`src/rtl/core/mcb_pkg.sv`:
```
package mcb_pkg;

  localparam int PixW   = 8;
  localparam int CoordW = 12;
  localparam int CountW = 25;
  localparam int DimW   = 13;
  localparam int CfgIdxW = 2;

  localparam logic [PixW-1:0]   PIX_MAX   = 8'd255;
  localparam logic [CountW-1:0] COUNT_MAX = 25'h1FF_FFFF;

  typedef enum logic [2:0] {
    MODE_REPLACE   = 3'd0,
    MODE_ADD       = 3'd1,
    MODE_SUBTRACT  = 3'd2,
    MODE_INTERSECT = 3'd3,
    MODE_INVERT    = 3'd4
  } mode_e;

  typedef enum logic [CfgIdxW-1:0] {
    CFG_MODE   = 2'd0,
    CFG_WIDTH  = 2'd1,
    CFG_HEIGHT = 2'd2
  } cfg_idx_e;

endpackage

```
`src/rtl/core/mcb_combine.sv`:
```
module mcb_combine (
  input  logic [2:0]                 mode_i,
  input  logic [mcb_pkg::PixW-1:0]   cur_i,
  input  logic [mcb_pkg::PixW-1:0]   nw_i,
  output logic [mcb_pkg::PixW-1:0]   res_o
);

  logic [2*mcb_pkg::PixW-1:0] prod;
  logic [2*mcb_pkg::PixW:0]   prod_adj;
  logic [mcb_pkg::PixW-1:0]   scaled;

  // floor(p / 255) for a 16-bit p
  assign prod     = cur_i * (mcb_pkg::PIX_MAX - nw_i);
  assign prod_adj = {1'b0, prod} + {{(mcb_pkg::PixW + 1){1'b0}}, prod[15:8]} + 17'd1;
  assign scaled   = prod_adj[15:8];

  always_comb begin
    case (mode_i)
      mcb_pkg::MODE_REPLACE:   res_o = nw_i;
      mcb_pkg::MODE_ADD:       res_o = (cur_i > nw_i) ? cur_i : nw_i;
      mcb_pkg::MODE_SUBTRACT:  res_o = scaled;
      mcb_pkg::MODE_INTERSECT: res_o = (cur_i < nw_i) ? cur_i : nw_i;
      mcb_pkg::MODE_INVERT:    res_o = (cur_i == '0) ? mcb_pkg::PIX_MAX : '0;
      default:                 res_o = cur_i;
    endcase
  end

endmodule

```
`src/rtl/core/mask_combine_bbox_top.sv`:
```
// mask combiner with running bounding box
//
// input channel: one beat per pixel pair (current_pixel_i, new_pixel_i) in
// raster order, valid/ready handshake. output channel: one beat per input
// beat carrying the combined pixel, frame_last_o and the running box and
// count, which include the pixel of that beat and are final when
// frame_last_o is high.
// output valid rises in the cycle after input acceptance; throughput is one
// pixel per cycle unless the receiver stalls, limited only by the single
// output register. while the receiver stalls, the output register holds its
// beat and in_ready_o drops; it rises again in the cycle the beat is taken.
// configuration: cfg_we_i writes register cfg_idx_i (0 mode, 1 width,
// 2 height) at once; write only while no beat is in flight.
// reset clears the raster position, the frame statistics and the output
// valid flag, and sets mode to replace and width and height to 1.
// a dimension of 0 acts as 1, one above MAX_DIM acts as MAX_DIM.
module mask_combine_bbox_top #(
  parameter int MAX_DIM = 4096
) (
  input  logic                          clk_i,
  input  logic                          rst_ni,
  input  logic                          cfg_we_i,
  input  logic [mcb_pkg::CfgIdxW-1:0]   cfg_idx_i,
  input  logic [mcb_pkg::DimW-1:0]      cfg_data_i,
  input  logic                          in_valid_i,
  output logic                          in_ready_o,
  input  logic [mcb_pkg::PixW-1:0]      current_pixel_i,
  input  logic [mcb_pkg::PixW-1:0]      new_pixel_i,
  output logic                          out_valid_o,
  input  logic                          out_ready_i,
  output logic [mcb_pkg::PixW-1:0]      result_pixel_o,
  output logic                          frame_last_o,
  output logic                          box_valid_o,
  output logic [mcb_pkg::CoordW-1:0]    box_min_x_o,
  output logic [mcb_pkg::CoordW-1:0]    box_min_y_o,
  output logic [mcb_pkg::CoordW-1:0]    box_max_x_o,
  output logic [mcb_pkg::CoordW-1:0]    box_max_y_o,
  output logic [mcb_pkg::CountW-1:0]    selected_count_o
);

  localparam int CW = (MAX_DIM > 2) ? $clog2(MAX_DIM) : 1;
  localparam int EW = ((CW > mcb_pkg::DimW) ? CW : mcb_pkg::DimW) + 1;
  localparam logic [EW-1:0] DIM_MAX  = EW'(MAX_DIM);
  localparam logic [EW-1:0] LAST_MAX = EW'(MAX_DIM - 1);

  logic [2:0]               mode_q;
  logic [mcb_pkg::DimW-1:0] width_q, height_q;

  logic [CW-1:0] col_q, col_d, row_q, row_d;
  logic [CW-1:0] min_x_q, min_x_d, min_y_q, min_y_d;
  logic [CW-1:0] max_x_q, max_x_d, max_y_q, max_y_d;
  logic          any_q, any_d;
  logic [mcb_pkg::CountW-1:0] cnt_q, cnt_d;

  logic [CW-1:0] min_x_u, min_y_u, max_x_u, max_y_u;
  logic          any_u;
  logic [mcb_pkg::CountW-1:0] cnt_u;

  logic [EW-1:0] w_ext, h_ext, last_col, last_row;
  logic          row_end, last, nz, accept;
  logic [mcb_pkg::PixW-1:0] res;

  logic                       out_valid_q;
  logic [mcb_pkg::PixW-1:0]   res_q;
  logic                       last_q, any_out_q;
  logic [CW-1:0]              omin_x_q, omin_y_q, omax_x_q, omax_y_q;
  logic [mcb_pkg::CountW-1:0] ocnt_q;

  always_ff @(posedge clk_i or negedge rst_ni) begin
    if (!rst_ni) begin
      mode_q   <= mcb_pkg::MODE_REPLACE;
      width_q  <= mcb_pkg::DimW'(1);
      height_q <= mcb_pkg::DimW'(1);
    end else if (cfg_we_i) begin
      case (cfg_idx_i)
        mcb_pkg::CFG_MODE:   mode_q   <= cfg_data_i[2:0];
        mcb_pkg::CFG_WIDTH:  width_q  <= cfg_data_i;
        mcb_pkg::CFG_HEIGHT: height_q <= cfg_data_i;
        default: ;
      endcase
    end
  end

  mcb_combine u_combine (
    .mode_i (mode_q),
    .cur_i  (current_pixel_i),
    .nw_i   (new_pixel_i),
    .res_o  (res)
  );

  // clamped last column and row index
  assign w_ext = EW'(width_q);
  assign h_ext = EW'(height_q);

  always_comb begin
    if (w_ext == '0) begin
      last_col = '0;
    end else if (w_ext > DIM_MAX) begin
      last_col = LAST_MAX;
    end else begin
      last_col = w_ext - EW'(1);
    end
    if (h_ext == '0) begin
      last_row = '0;
    end else if (h_ext > DIM_MAX) begin
      last_row = LAST_MAX;
    end else begin
      last_row = h_ext - EW'(1);
    end
  end

  assign row_end = (EW'(col_q) >= last_col);
  assign last    = row_end && (EW'(row_q) >= last_row);
  assign nz      = (res != '0);
  assign accept  = in_valid_i && in_ready_o;

  always_comb begin
    min_x_u = min_x_q;
    min_y_u = min_y_q;
    max_x_u = max_x_q;
    max_y_u = max_y_q;
    any_u   = any_q;
    cnt_u   = cnt_q;
    if (nz) begin
      any_u = 1'b1;
      if (!any_q) begin
        min_x_u = col_q;
        max_x_u = col_q;
        min_y_u = row_q;
        max_y_u = row_q;
      end else begin
        if (col_q < min_x_q) min_x_u = col_q;
        if (col_q > max_x_q) max_x_u = col_q;
        if (row_q < min_y_q) min_y_u = row_q;
        if (row_q > max_y_q) max_y_u = row_q;
      end
      if (cnt_q != mcb_pkg::COUNT_MAX) cnt_u = cnt_q + mcb_pkg::CountW'(1);
    end
  end

  always_comb begin
    if (last) begin
      col_d   = '0;
      row_d   = '0;
      min_x_d = '0;
      min_y_d = '0;
      max_x_d = '0;
      max_y_d = '0;
      any_d   = 1'b0;
      cnt_d   = '0;
    end else begin
      if (row_end) begin
        col_d = '0;
        row_d = row_q + CW'(1);
      end else begin
        col_d = col_q + CW'(1);
        row_d = row_q;
      end
      min_x_d = min_x_u;
      min_y_d = min_y_u;
      max_x_d = max_x_u;
      max_y_d = max_y_u;
      any_d   = any_u;
      cnt_d   = cnt_u;
    end
  end

  always_ff @(posedge clk_i or negedge rst_ni) begin
    if (!rst_ni) begin
      col_q   <= '0;
      row_q   <= '0;
      min_x_q <= '0;
      min_y_q <= '0;
      max_x_q <= '0;
      max_y_q <= '0;
      any_q   <= 1'b0;
      cnt_q   <= '0;
    end else if (accept) begin
      col_q   <= col_d;
      row_q   <= row_d;
      min_x_q <= min_x_d;
      min_y_q <= min_y_d;
      max_x_q <= max_x_d;
      max_y_q <= max_y_d;
      any_q   <= any_d;
      cnt_q   <= cnt_d;
    end
  end

  // output register
  assign in_ready_o = !out_valid_q || out_ready_i;

  always_ff @(posedge clk_i or negedge rst_ni) begin
    if (!rst_ni) begin
      out_valid_q <= 1'b0;
    end else if (in_ready_o) begin
      out_valid_q <= in_valid_i;
    end
  end

  always_ff @(posedge clk_i) begin
    if (accept) begin
      res_q     <= res;
      last_q    <= last;
      any_out_q <= any_u;
      omin_x_q  <= min_x_u;
      omin_y_q  <= min_y_u;
      omax_x_q  <= max_x_u;
      omax_y_q  <= max_y_u;
      ocnt_q    <= cnt_u;
    end
  end

  assign out_valid_o      = out_valid_q;
  assign result_pixel_o   = res_q;
  assign frame_last_o     = last_q;
  assign box_valid_o      = any_out_q;
  assign box_min_x_o      = mcb_pkg::CoordW'(omin_x_q);
  assign box_min_y_o      = mcb_pkg::CoordW'(omin_y_q);
  assign box_max_x_o      = mcb_pkg::CoordW'(omax_x_q);
  assign box_max_y_o      = mcb_pkg::CoordW'(omax_y_q);
  assign selected_count_o = ocnt_q;

endmodule

```
`config.mk`:
```
export PLATFORM = sky130hd
export DESIGN_NAME = mask_combine_bbox_top
export DESIGN_NICKNAME = d
export VERILOG_FILES = /design/src/rtl/core/mcb_pkg.sv /design/src/rtl/core/mcb_combine.sv /design/src/rtl/core/mask_combine_bbox_top.sv
export SDC_FILE = /design/constraint.sdc
export NUM_CORES = 1
export LEC_CHECK = 0
export BUFFER_PORTS_ARGS = -buffer_cell sky130_fd_sc_hd__buf_2
export CORE_MARGIN = 3
export CORE_UTILIZATION = 60
export CTS_BUF_LIST = sky130_fd_sc_hd__clkbuf_4 sky130_fd_sc_hd__clkbuf_8
export DETAILED_ROUTE_END_ITERATION = 12
export PLACE_DENSITY = 0.76
export SYNTH_ARGS = -nofsm -noshare
export SYNTH_HDL_FRONTEND = slang
export SYNTH_SLANG_ARGS = --single-unit
export TNS_END_PERCENT = 100
```
`constraint.sdc`:
```
create_clock -name clk_i -period 6.8 [get_ports clk_i]
set_input_delay 0.34 -clock clk_i [delete_from_list [all_inputs] [get_ports clk_i]]
set_output_delay 0.34 -clock clk_i [all_outputs]
set_load 0.02 [all_outputs]
```
==> results of run 1 <==
==> worst max path at each step <==
stage	startpoint	end	slack (ps)	cells after the start
2_1_floorplan	new_pixel_i[1]	selected_count_o[1]	-430	30
3_3_place_gp	new_pixel_i[2]	max_y_q[9]	-390	30
3_5_place_dp	current_pixel_i[3]	max_y_q[1]	-540	28
4_1_cts	new_pixel_i[2]	min_x_q[11]	10	30
5_1_grt	new_pixel_i[0]	cnt_q[4]	-30	31
6_report	new_pixel_i[3]	cnt_q[3]	190	31
==> layout by cell type (no fill, tap or decap), types with 15 or more instances in the layout <==
cell type	instances
o21ai_0	55
nor3_1	18
mux2_2	34
buf_2	116
nor2b_1	43
a22o_1	52
xnor2_1	32
xor2_1	24
and3_1	24
nor2_1	57
clkbuf_4	18
fa_1	33
nand3_1	25
clkbuf_8	42
dfrtp_1	126
nand2b_1	15
inv_1	123
edfxtp_1	83
buf_4	116
a21oi_1	39
o21ai_1	47
nand2_1	110
a21o_1	44
nand4_1	26
ha_1	118
==> state kept, by name, indices dropped and copies added, names as in the netlist <==
name / flops
box_max_x_o: 12
out_valid_o: 1
mode_q: 3
max_y_q: 12
result_pixel_o: 8
any_q: 1
row_q: 12
width_q: 13
box_min_y_o: 12
height_q: 13
box_max_y_o: 12
max_x_q: 12
box_valid_o: 1
min_x_q: 12
min_y_q: 12
frame_last_o: 1
col_q: 12
box_min_x_o: 12
cnt_q: 25
selected_count_o: 25
==> stage by stage <==
step	hold WS [ps]	cell area, um2	cells
finish	31.98	17570	2021
global route	46.48	17570	2021
CTS	7.942	17180	2006
detailed placement	421.9	16350	1938
global placement	419.1	16350	1938
floorplan	44.41	14890	1454
==> what timing repair did <==
item	CTS	global route
setup buffers	0	12
gates cloned	0	3
pin swaps	0	23
gates resized for setup	1	60
endpoints found under the setup margin	5	148
hold endpoints to repair	49	0
hold buffers	1	0
==> layout make-up <==
cell class | count | area [um2] | share of cell area (%)
timing repair buffer | 248 | 1707 | 9.714
tap | 319 | 399.1 | 2.272
clock buffer | 59 | 705.7 | 4.017
sequential | 211 | 5698 | 32.43
inverter | 131 | 496.7 | 2.827
multi-input combinational | 1045 | 8463 | 48.17
clock inverter | 8 | 98.84 | 0.5626
==> logic make-up (layout without fill, tap and decap cells) <==
family,after synthesis,in the layout,share of synthesized area (%)
AND/OR/NAND/NOR,432,432,16.09
multiplexers,39,39,2.959
buffers and inverters,198,446,5.525
XOR/XNOR,60,60,3.726
AO/OA/AOI/OAI,352,352,17.23
adder cells (fa/ha/maj),162,162,15.64
flip-flops,211,211,38.83
==> report_power, final <==
| part | switching (mW) | total (mW) | internal, mW |
|---|---|---|---|
| combinational | 1.87 | 3.46 | 1.58 |
| clock | 0.527 | 1.26 | 0.737 |
| sequential | 0.164 | 1.71 | 1.54 |
==> per-layer routing <==
| metal | vias to the layer above | routed length (um) | global-route usage [%] |
|---|---|---|---|
| met5 | - | 22 | 0 |
| met4 | 4 | 796 | 7.135 |
| met3 | 75 | 2251 | 5.163 |
| met2 | 370 | 17140 | 44.69 |
| met1 | 5880 | 16250 | 38.32 |
| li1 | 5698 | - | - |
==> impl_results.md, run 1 <==
- ANT cells: 0
- Setup WS pre-CTS: -542.5 ps
- DRT Pass-1 Iters: 5
- Required @ worst endpoint: 7220 ps
- Die H: roughly 160 um
- Boundary Pins: 121
- Bufs and invs on worst path: 8
- CP delay by family, top: adder cells
- Most common cell in the netlist: inv_1
- Slowest CP cell: fa_1
- CTS Buf Count: 37
- Slew margin rel.: between 30% and 40%
- Crit Path Class: input port to flop
- Post-synth ARST share: approximately three fifths
- Final setup vio count: 0
- Slew Limit Fails: 0
- Initial Utilization: roughly three fifths
- Area grow syn2layout: 19.72%
- Top cell type's share of synthesized area: between 20% and 30%
- CTS Buffer Depth: 3
- TritonCTS clock tree: done
- Top post-synthesis cells by area: dfrtp_1 (21%), edfxtp_1 (17%), ha_1 (11%)
- Wire per inst: 18.04 um
- Reg-to-reg endpoint: cnt_q[19]
- Post-synth EDFFs: 83
- Clock Tree Root: clkbuf_8
- Reg2reg start: width_q[3]
- Nets@finish: 1871
- Pwr dens: around 370 mW/mm2
- Fin crit period: around 6600 ps
- Routed vias/inst: about 6
- Final hold vios: 0
- Worst-Skew Late Latency: 540 ps
- Run status: finished clean
- Min-Delay Path Depth: 2
- Largest net degree at the start of global routing: 80
- Worst-path clk slew: roughly 60 ps
- Worst-margin pin slew: roughly 1000 ps
- CP arrival: roughly 7000 ps
- HP Start: in_valid_i
- Share of layout cells above drive strength 1: 26.26%
- Final HPWL DP: ~26000 um
- Yosys reg bits: ~210
- CP Capture Type: flop
- 1st-iter DRT viols: 976
- Hold endpoint: out_valid_o
- DRT Wirelength: around 36000 um
- Top_reg_cell synth: dfrtp_1
- Gr ovfl total: 0
- CP max stage delay: 540 ps
- Syn Nets: roughly 1700
- Crit path launch type: input port
- DR vias: around 12000
- Synth area leader: dfrtp_1
- CP dominant cell by count: fa_1
- Lkg Pwr: just over 8 nW
- I/O Buffers: 120
- Reg2reg path depth: 24
- Seq/Total Area, Yosys: 38.83%
- Final setup TNS: 0 ps
- Final worst setup slack: 192.7 ps
- Global-route wire length before repair: around 59000 um
- Most frequent cells after synthesis: inv_1 (128), dfrtp_1 (126), ha_1 (125)
- Max-cap violations: 0
- Synthesized area per cell: 10.09 um2
- Total power: 6.430 mW
- DRC viols: 0
- Clk_skew: about 25 ps
- Flop2flop setup slack: 470 ps
- Initial antenna violation count: 2
- Cell area after synthesis: roughly 0.015 mm2
- Peak VDD IR: approximately 0.00038 V
- Die extent in x: roughly 160 um
- Vias in the first global route: 11809
- Sink Count: 211
- Fmax achieved: 0.1513 GHz
- GR Util All Layers: 27.49%
- Tcrit/Tclk final: 97.17%
- Synth Instances: approximately 1500
- Synth Warn #: 0
- Worst Hold Class: input port to flop
- Fillers: roughly 1700
- Core Rows: 56
- RD Place Congestion: 0.9123
- Final core occ: 73.96%
- Critical path peak fanout: 8
- H-tree levels: 2
- Core Footprint: 0.02375 mm2
- Die area: around 0.026 mm2
- Unique masters post-synth: just over 90
- Antenna-violating nets left: 0
Note: power is estimated with default switching activity, not from simulation.
==> run 2: changes to the inputs <==
- CORE_UTILIZATION: 60 -> 53
- PLACE_DENSITY: 0.76 -> 0.68
- SYNTH_HIERARCHICAL: not set -> 1
==> run 2 against run 1 <==
  * The run now ends with setup timing left
  * Setup slack got worse by 290 ps
  * Sequential share of layout area decreased by 1.1 points
  * Highest routed layer is now met4
  * Total power decreased by 2.4%
  * Via count decreased by 2.4%
  * Routed wire length increased by 1.9%
  * Synthesized cell count decreased by 4.1%
  * Global-route usage decreased by 3.7 points
  * Clock skew decreased by 3.2 ps
  * Die area increased by 12%
  * Critical endpoint is now cnt_q[14]
  * Register-to-register slack improved by 1400 ps
  * Clock-buffer cell count decreased by 3
==> impl_results.md, run 2 <==
- Sink Count: about 210
- Routed vias/inst: between 5 and 6
- Top_reg_cell synth: dfrtp_1
- Peak VDD IR: between 0.00015 and 0.0002 V
- Final HPWL DP: roughly 26000 um
- Logic gate share of total power: between 50% and 60%
- Most frequent cells after synthesis: inv_1 (133), ha_1 (128), dfrtp_1 (126)
- Setup WS pre-CTS: -896.0 ps
- CP dominant cell by count: fa_1
- Top post-synthesis cells by area: dfrtp_1 (22%), edfxtp_1 (17%), ha_1 (11%)
- Commonest non-fill, non-tap cell in the layout: dfrtp_1
- Nets@finish: between 1500 and 2000
- Die H: roughly 170 um
- Synthesized area per cell: 10.43 um2
- Largest net degree at the start of global routing: 78
- Slew margin rel.: 36.08%
- Worst-path clk slew: 50 ps
- Tcrit/Tclk final: 101.4%
- Syn Nets: between 1500 and 2000
- CP Capture Type: flop
- DRT Pass-1 Iters: 5
- Antenna-violating nets left: 0
- Boundary Pins: ~120
- CTS Buffer Depth: 3
- Required @ worst endpoint: 7200 ps
- Post-synth EDFFs: 83
- Vias in the first global route: roughly 11000
- Crit Path Class: input port to flop
- Final setup vio count: 43
- Worst Hold Class: input port to flop
- Core Rows: 60
- Crit path launch type: input port
- Pwr dens: between 300 and 400 mW/mm2
- Worst-Skew Late Latency: roughly 530 ps
- Seq/Total Area, Yosys: between 30% and 40%
- Int Power: 3.866 mW
- Synth area leader: dfrtp_1
- CP max stage delay: around 520 ps
- Fillers: roughly 2000
- RSZ-0062 raised after global routing: yes
- Non-Filler Instances: slightly above 2000
- Synth Warn #: 6
- CP delay by family, top: adder cells
- Gr ovfl total: 0
- RD Place Congestion: just under 0.9
- Final worst setup slack: -95.84 ps
- Clock power frac: approximately a fifth
- Die area: approximately 0.029 mm2
- Max-cap violations: 0
- Cell area after synthesis: ~0.015 mm2
- Global-route wire length before repair: 56570 um
- DRC viols: 0
- ANT cells: 0
- Slowest CP cell: or4_4
- Clock Tree Root: clkbuf_8
- Critical path peak fanout: 7
- Most common cell in the netlist: inv_1
- Failing checks: setup timing
- DR vias: 11735
- Clk_skew: about 22 ps
- Initial Utilization: 53.99%
- TritonCTS clock tree: done
- Initial antenna violation count: 0
- Fin crit period: about 6900 ps
- Post-synth ARST share: about three fifths
- Unique masters post-synth: 99
- DRT Wirelength: 37160 um
- Final hold vios: 0
- Switching Share: 38.41%
- Area grow syn2layout: 25.14%
- Top cell type's share of synthesized area: 21.67%
- Bufs and invs on worst path: 9
- Lkg Pwr: about 8.4 nW
- Wire per inst: around 18 um
- Fmax achieved: 0.1450 GHz
- H-tree levels: 2
- Run status: finished with violations
- Most frequent cells in the layout: dfrtp_1 (126), buf_4 (124), inv_1 (123)
- Core Footprint: between 0.02 and 0.03 mm2
- Slew Limit Fails: 0
- Cell count after placement: between 1500 and 2000
- CTS Buf Count: 38
- I/O Buffers: 120
- Die extent in x: 171.7 um
- P_sw: between 2 and 2.5 mW
- Yosys reg bits: roughly 210
- Synth Instances: 1395
- 1st-iter DRT viols: 803
- Sequential Power Share: between 20% and 30%
- Share of layout cells above drive strength 1: between 30% and 40%
- CP arrival: between 7000 and 8000 ps
- Worst-margin pin slew: about 960 ps
- GR Util All Layers: 23.77%
-- run 2: changes by cell type after synthesis, sizes merged, moves of 20 or more --
cell    delta
mux2      +39
nor2      +32
o21ai     -28
clkbuf    -25
nand2     -23
a21o      -20
-- run 2: through the flow --
step | hold WS (ps) | utilization, % | area [um2] | total power [mW] | setup TNS, ps
floorplan | 44.41 | - | 14840 | 3.534 | -19030
global placement | 490.8 | 61.16 | 16480 | 4.475 | -81030
detailed placement | 500.3 | 61.16 | 16480 | 4.522 | -105150
CTS | 41.27 | 64.81 | 17470 | 5.901 | -29.21
global route | 49.81 | 67.56 | 18210 | 6.663 | -27690
finish | 68.56 | 67.56 | 18210 | 6.277 | -1542
-- run 2: cell type report --
cell class	count	area, um2	area share, %
well taps	341	426.7	2.343
inverters	135	516.7	2.838
multi-input cells	1014	8987	49.36
repair buffers	261	1793	9.847
clock buffers	56	689.4	3.786
clock inverters	13	97.59	0.5360
flip-flops and latches	211	5698	31.29
-- run 2: worst paths after layout --
kind                           startpoint          end  slack, ps  cells after the start
max                        new_pixel_i[5]    cnt_q[14]       -100                     33
max in group asynchronous          rst_ni  height_q[4]       4900                      3
max reg2reg                    width_q[2]    cnt_q[14]       1870                     14
min                         cfg_data_i[3]   width_q[3]         70                      2
min in group asynchronous          rst_ni   max_y_q[5]        450                      2
min reg2reg                    max_y_q[4]   max_y_q[4]        510                      1
-- run 2: cells by family after synthesis --
group | share of synthesized area (%)
xor gates and xnor gates | 3.887
DFF | 39.16
buffers and inverters | 5.022
AOI/OAI and AO/OA | 14.58
adders and majority gates | 16.32
and+or+nand+nor | 14.82
muxes | 6.209
-- run 2: routing by layer --
metal | part of all wire (%) | up-vias | routed length (um) | global-route usage [%]
li1 | - | 5586 | - | -
met5 | 0 | - | 0 | 0
met2 | 49 | 329 | 18340 | 40.83
met3 | 4.5 | 76 | 1659 | 2.896
met1 | 43 | 5744 | 16120 | 31.43
met4 | 2.8 | 0 | 1036 | 7.768
-- run 2: what timing repair did --
item	CTS	global route
endpoints found under the hold margin	62	0
setup buffers	6	14
hold buffers	2	0
endpoints found under the setup margin	136	146
gates cloned	1	8
gates resized for setup	28	143
pin swaps	17	58
-- run 2: power by group through the flow --
stage,Combinational (mW),Sequential [mW],Clock (mW)
after global placement,2.77,1.70,0
after floorplan,1.80,1.74,0
after detailed placement,2.81,1.71,0
after CTS,2.96,1.69,1.26
after global routing,3.63,1.72,1.32
final,3.35,1.69,1.23
